==> src/sv/ggrr_queue.sv <==
// ----------------------------------------------------------------------------
// ggrr_queue
// Two-entry command queue between the front and the back.
// ----------------------------------------------------------------------------
module ggrr_queue #(
  parameter int W = 8
) (
  input  logic         clk,
  input  logic         rst_n,
  input  logic         push,
  input  logic [W-1:0] push_data,
  input  logic         pop,
  output logic [W-1:0] pop_data,
  output logic         full,
  output logic         empty
);

  logic [W-1:0] ent_r [2];
  logic         wr_ptr_r, wr_ptr_nxt;
  logic         rd_ptr_r, rd_ptr_nxt;
  logic [1:0]   cnt_r, cnt_nxt;

  assign full     = (cnt_r == 2'd2);
  assign empty    = (cnt_r == 2'd0);
  assign pop_data = ent_r[rd_ptr_r];

  always_comb begin
    wr_ptr_nxt = push ? ~wr_ptr_r : wr_ptr_r;
    rd_ptr_nxt = pop ? ~rd_ptr_r : rd_ptr_r;
    cnt_nxt    = cnt_r + 2'(push) - 2'(pop);
  end

  always_ff @(posedge clk) begin
    if (!rst_n) begin
      wr_ptr_r <= 1'b0;
      rd_ptr_r <= 1'b0;
      cnt_r    <= 2'd0;
    end else begin
      wr_ptr_r <= wr_ptr_nxt;
      rd_ptr_r <= rd_ptr_nxt;
      cnt_r    <= cnt_nxt;
    end
  end

  always_ff @(posedge clk) begin
    if (push) begin
      ent_r[wr_ptr_r] <= push_data;
    end
  end

endmodule

==> config.mk <==
export PLATFORM = sky130hd
export DESIGN_NAME = ggrr_queue
export DESIGN_NICKNAME = d
export VERILOG_FILES = /design/src/sv/ggrr_queue.sv
export SDC_FILE = /design/constraint.sdc
export NUM_CORES = 1
export LEC_CHECK = 0
export BUFFER_PORTS_ARGS = -buffer_cell sky130_fd_sc_hd__buf_2
export CORE_AREA = 2 2 60 62
export DETAILED_ROUTE_END_ITERATION = 16
export DIE_AREA = 0 0 62 64
export SYNTH_ARGS = -nofsm -noshare
export SYNTH_HDL_FRONTEND = slang
export SYNTH_SLANG_ARGS = --single-unit
==> constraint.sdc <==
create_clock -name clk -period 1.5 [get_ports clk]
set_input_delay 0.3 -clock clk [delete_from_list [all_inputs] [get_ports clk]]
set_output_delay 0.3 -clock clk [all_outputs]
set_load 0.02 [all_outputs]
Word-level counts from Yosys, hierarchy flattened
Memory sizes are Yosys's and may differ from the RTL's. A register that Yosys moved wholly into a read port is not among the register bits.
Index checks and enable logic that the tools add are counted.
{"block": "totals", "ff_bits": 4, "ram_bits": 16, "in_bits": 12, "output_inout_bits": 10, "wordCells": 14, "n_memories": 1}
{"block": "op_classes", "add_sub_neg": 2, "eq_ne": 1, "n_mux": 4, "bitwise": 2, "reduce_logical": 1}
{"name": "ent_r", "depth": 2, "width": 8, "rd": 1, "rd_ports_with_merged_regs": 1, "write_ports": 1, "line_no": "18", "source": "logic [W-1:0] ent_r [2];"}
{"operator": "1-bit 2-to-1 mux", "n": 4}
{"operator": "2-bit by 1-bit adder with 2-bit output", "n": 1}
{"operator": "2-bit == test, second input constant", "n": 1}
{"operator": "2-bit zero test", "n": 1}
{"operator": "1-bit inverter", "n": 2}
{"operator": "2-bit by 1-bit subtractor with 2-bit output", "n": 1}

Logic depth before layout (Yosys ltp)
{"block": "logic_depth", "word_depth": 3, "ltp_mapped": 6}

Worst setup path before layout
No wires, ideal clock.
{"block": "synth_timing", "kind": "register to output", "start": "register (tool-made name)", "end": "output port pop_data[0]", "t_arrival_ns": 0.853, "required_time_ns": 1.200, "path_slack_ns": 0.347, "stages_incl_launch_ff": 3, "path_cell_list": "dfxtp_1 > buf_2 > mux2_2"}
{"element": "end: declaration", "line_no": "13", "source": "output logic [W-1:0] pop_data,"}

==> metrics <==
CTS tree=done; Die W=62 µm; total of max-cap violations=0; Detailed Route WL=1.259 mm; worst endpoint data arrival time=1190 ps; vias in the first global route=452; top cell type's share of synthesized area=0.6000; post-synthesis adder-cell area fraction=0.03125; final hold violations=0; core footprint=3284 µm²; Crit path largest cell delay=450 ps; Global Route Usage Sum=0.07151; worst-path cell chain=mux2_4 > buf_6; clk root buf=clkbuf_4; RSZ-0062 raised after global routing=yes; Comb power frac=0.210; Final Setup Violations=0; routed len/inst=10.76 µm; Max clock buf depth=2; TritonCTS Buffers=3; row count=21; Core Util, Final=0.3276; area occupied by multi-input gates=237.7 µm²; Worst Hold Class=input pin to flop; Clock power frac=0.210; # IOs=22; Worst-Skew Late Latency=290 ps; most common cell after layout, fill and taps aside=edfxtp_1; total grt overflow=0; Die ar.=3968 µm²; routability cong.=0.6870; Cells after Synth=46; post-synth top area cell=edfxtp_1; DP HPWL=869.2 µm; worst setup path class=flop to primary output; R2R Setup Slk=270 ps; DRT antenna net count=0; pin count of the biggest net entering global routing=12; CTS Sinks=21; cell area after layout=1076 µm²; drt first pass iters=4; DRC violations left=0; Int Pwr=916.0 µW; Worst Path Max Fanout=8; largest family of logic cells by synthesized area=multiplexers; Max VDD drop=0.2444 mV; Leak Pwr=0.4381 nW; Power per Cell Area=1118 nW/µm²; area delta synth->final=34.37%; Setup Skew=3.841 ps; Vias per Instance=3.846; setup TNS=0 ps; Worst slew margin=0.7378; Starting Density=0.2438; Slew Limit Fails=0; share of cells above drive strength 1=0.4789; pre-CTS setup slack=129.4 ps; postcts setup bufs=0; sw power=287.3 µW; n_diodes=0; first-pass GRT wire length=2.014 mm; Clock Pin Slew Worst Setup and Hold Paths=100 ps; cts hold-fix bufs=0; Synth cell types=12; f_max=671.0 MHz; Post-Synth XOR/XNOR Area=0.03906; post-synthesis compound-gate area fraction=0.009375; FILL cells=323; sw frac=0.2387; die height=64 µm; slowest cell on the critical path=dfxtp_4; NumNets Final=86; Period minus WS final=1490 ps; Critical Path RT=1200 ps; register area=584.3 µm²; FF+latch count, synth=21; power share of the sequential group=0.581; Syn Std Cell Area=800.8 µm²; status=completed; Syn Nets=60; Yosys warning count=0; initial antenna violation count=0; Tot Pwr=1.203 mW; post-synthesis simple-gate area fraction=0.06719; Worst Slack Setup Final=9.587 ps; total number of vias=450; Least-Margin Pin Slew=393.3 ps; mux cell area share after synthesis=0.1125; Synth area leaders=edfxtp_1, dfxtp_1, mux2_2; Max H-tree Level=1; CP Capture Type=primary output; syn avg cell area=17.41 µm²; crit share post-route=0.9936; count of input and output buffers=21; CTS-repair resized insts=26; initial DRC count=12; register area share after synthesis=0.7250; most frequent cells in the layout=edfxtp_1, buf_2, mux2_4, buf_6; cell area after placement=965.9 µm²; critical path startpoint category=flop
-- worst paths after layout --
check                   startpoint  cells past startpoint                     to
max                           flop                      2            pop_data[4]
min                   push_data[1]                      1  ent_r[0][1]$_DFFE_PP_
max reg2reg    cnt_r[0]$_SDFF_PN0_                      6    cnt_r[1]$_SDFF_PN0_
min reg2reg  rd_ptr_r$_SDFFE_PN0P_                      2                   flop
-- flip-flops by register name (all words and copies together), names as in the netlist, named ones only --
| signal | count |
|---|---|
| cnt_r | 2 |
| wr_ptr_r | 1 |
| rd_ptr_r | 1 |
| ent_r | 16 |
-- metrics by stage --
stage                     instances  hold slack [ps]
after floorplan                  46            398.9
after global placement          113            493.2
after detailed placement        113            492.7
after CTS                       117            178.8
after global routing            117            171.5
final                           117            193.6
-- worst max-delay path: cells and delay by family (launching register included) --
| family | cells | cell delay, ps |
|---|---|---|
| DFF | 1 | 450 |
| muxes | 1 | 320 |
| buffers and inverters | 1 | 130 |
-- cell type report --
cell class | count | area share
multi-input cells | 22 | 0.2209
clock buffers | 4 | 0.02442
repair buffers | 22 | 0.1512
inverters | 2 | 0.006977
well taps | 46 | 0.05349
flip-flops and latches | 21 | 0.5430
-- logic make-up (layout without fill, tap and decap cells) --
family / Yosys count / in the layout
adders and majority gates: 2 / 2
DFF: 21 / 21
buffers and inverters: 3 / 28
and+or+nand+nor: 9 / 9
xor gates and xnor gates: 2 / 2
muxes: 8 / 8
AOI/OAI and AO/OA: 1 / 1
-- routing by layer --
| layer | track usage | up-vias | wire (µm) |
|---|---|---|---|
| met5 | 0 | - | 0 |
| met4 | 0.03989 | 0 | 10 |
| met3 | 0.03036 | 2 | 102 |
| met1 | 0.07741 | 218 | 487 |
| li1 | - | 216 | - |
| met2 | 0.1133 | 14 | 659 |
-- power groups by stage --
stage	clock network [mW]	logic, mW	registers (mW)
after floorplan	0	0.153	0.696
after global placement	0	0.208	0.706
after detailed placement	0	0.211	0.708
after CTS	0.273	0.255	0.700
after global routing	0.297	0.279	0.705
final	0.252	0.252	0.699
-- synth_stat cells (all sizes together) --
master / count
ha: 2
dfxtp: 5
buf: 1
inv: 2
xor2: 1
nor2: 1
edfxtp: 16
mux2: 8
nor2b: 4
o21a: 1
and2: 4
xnor3: 1
Note: power is estimated with default switching activity, not from simulation.
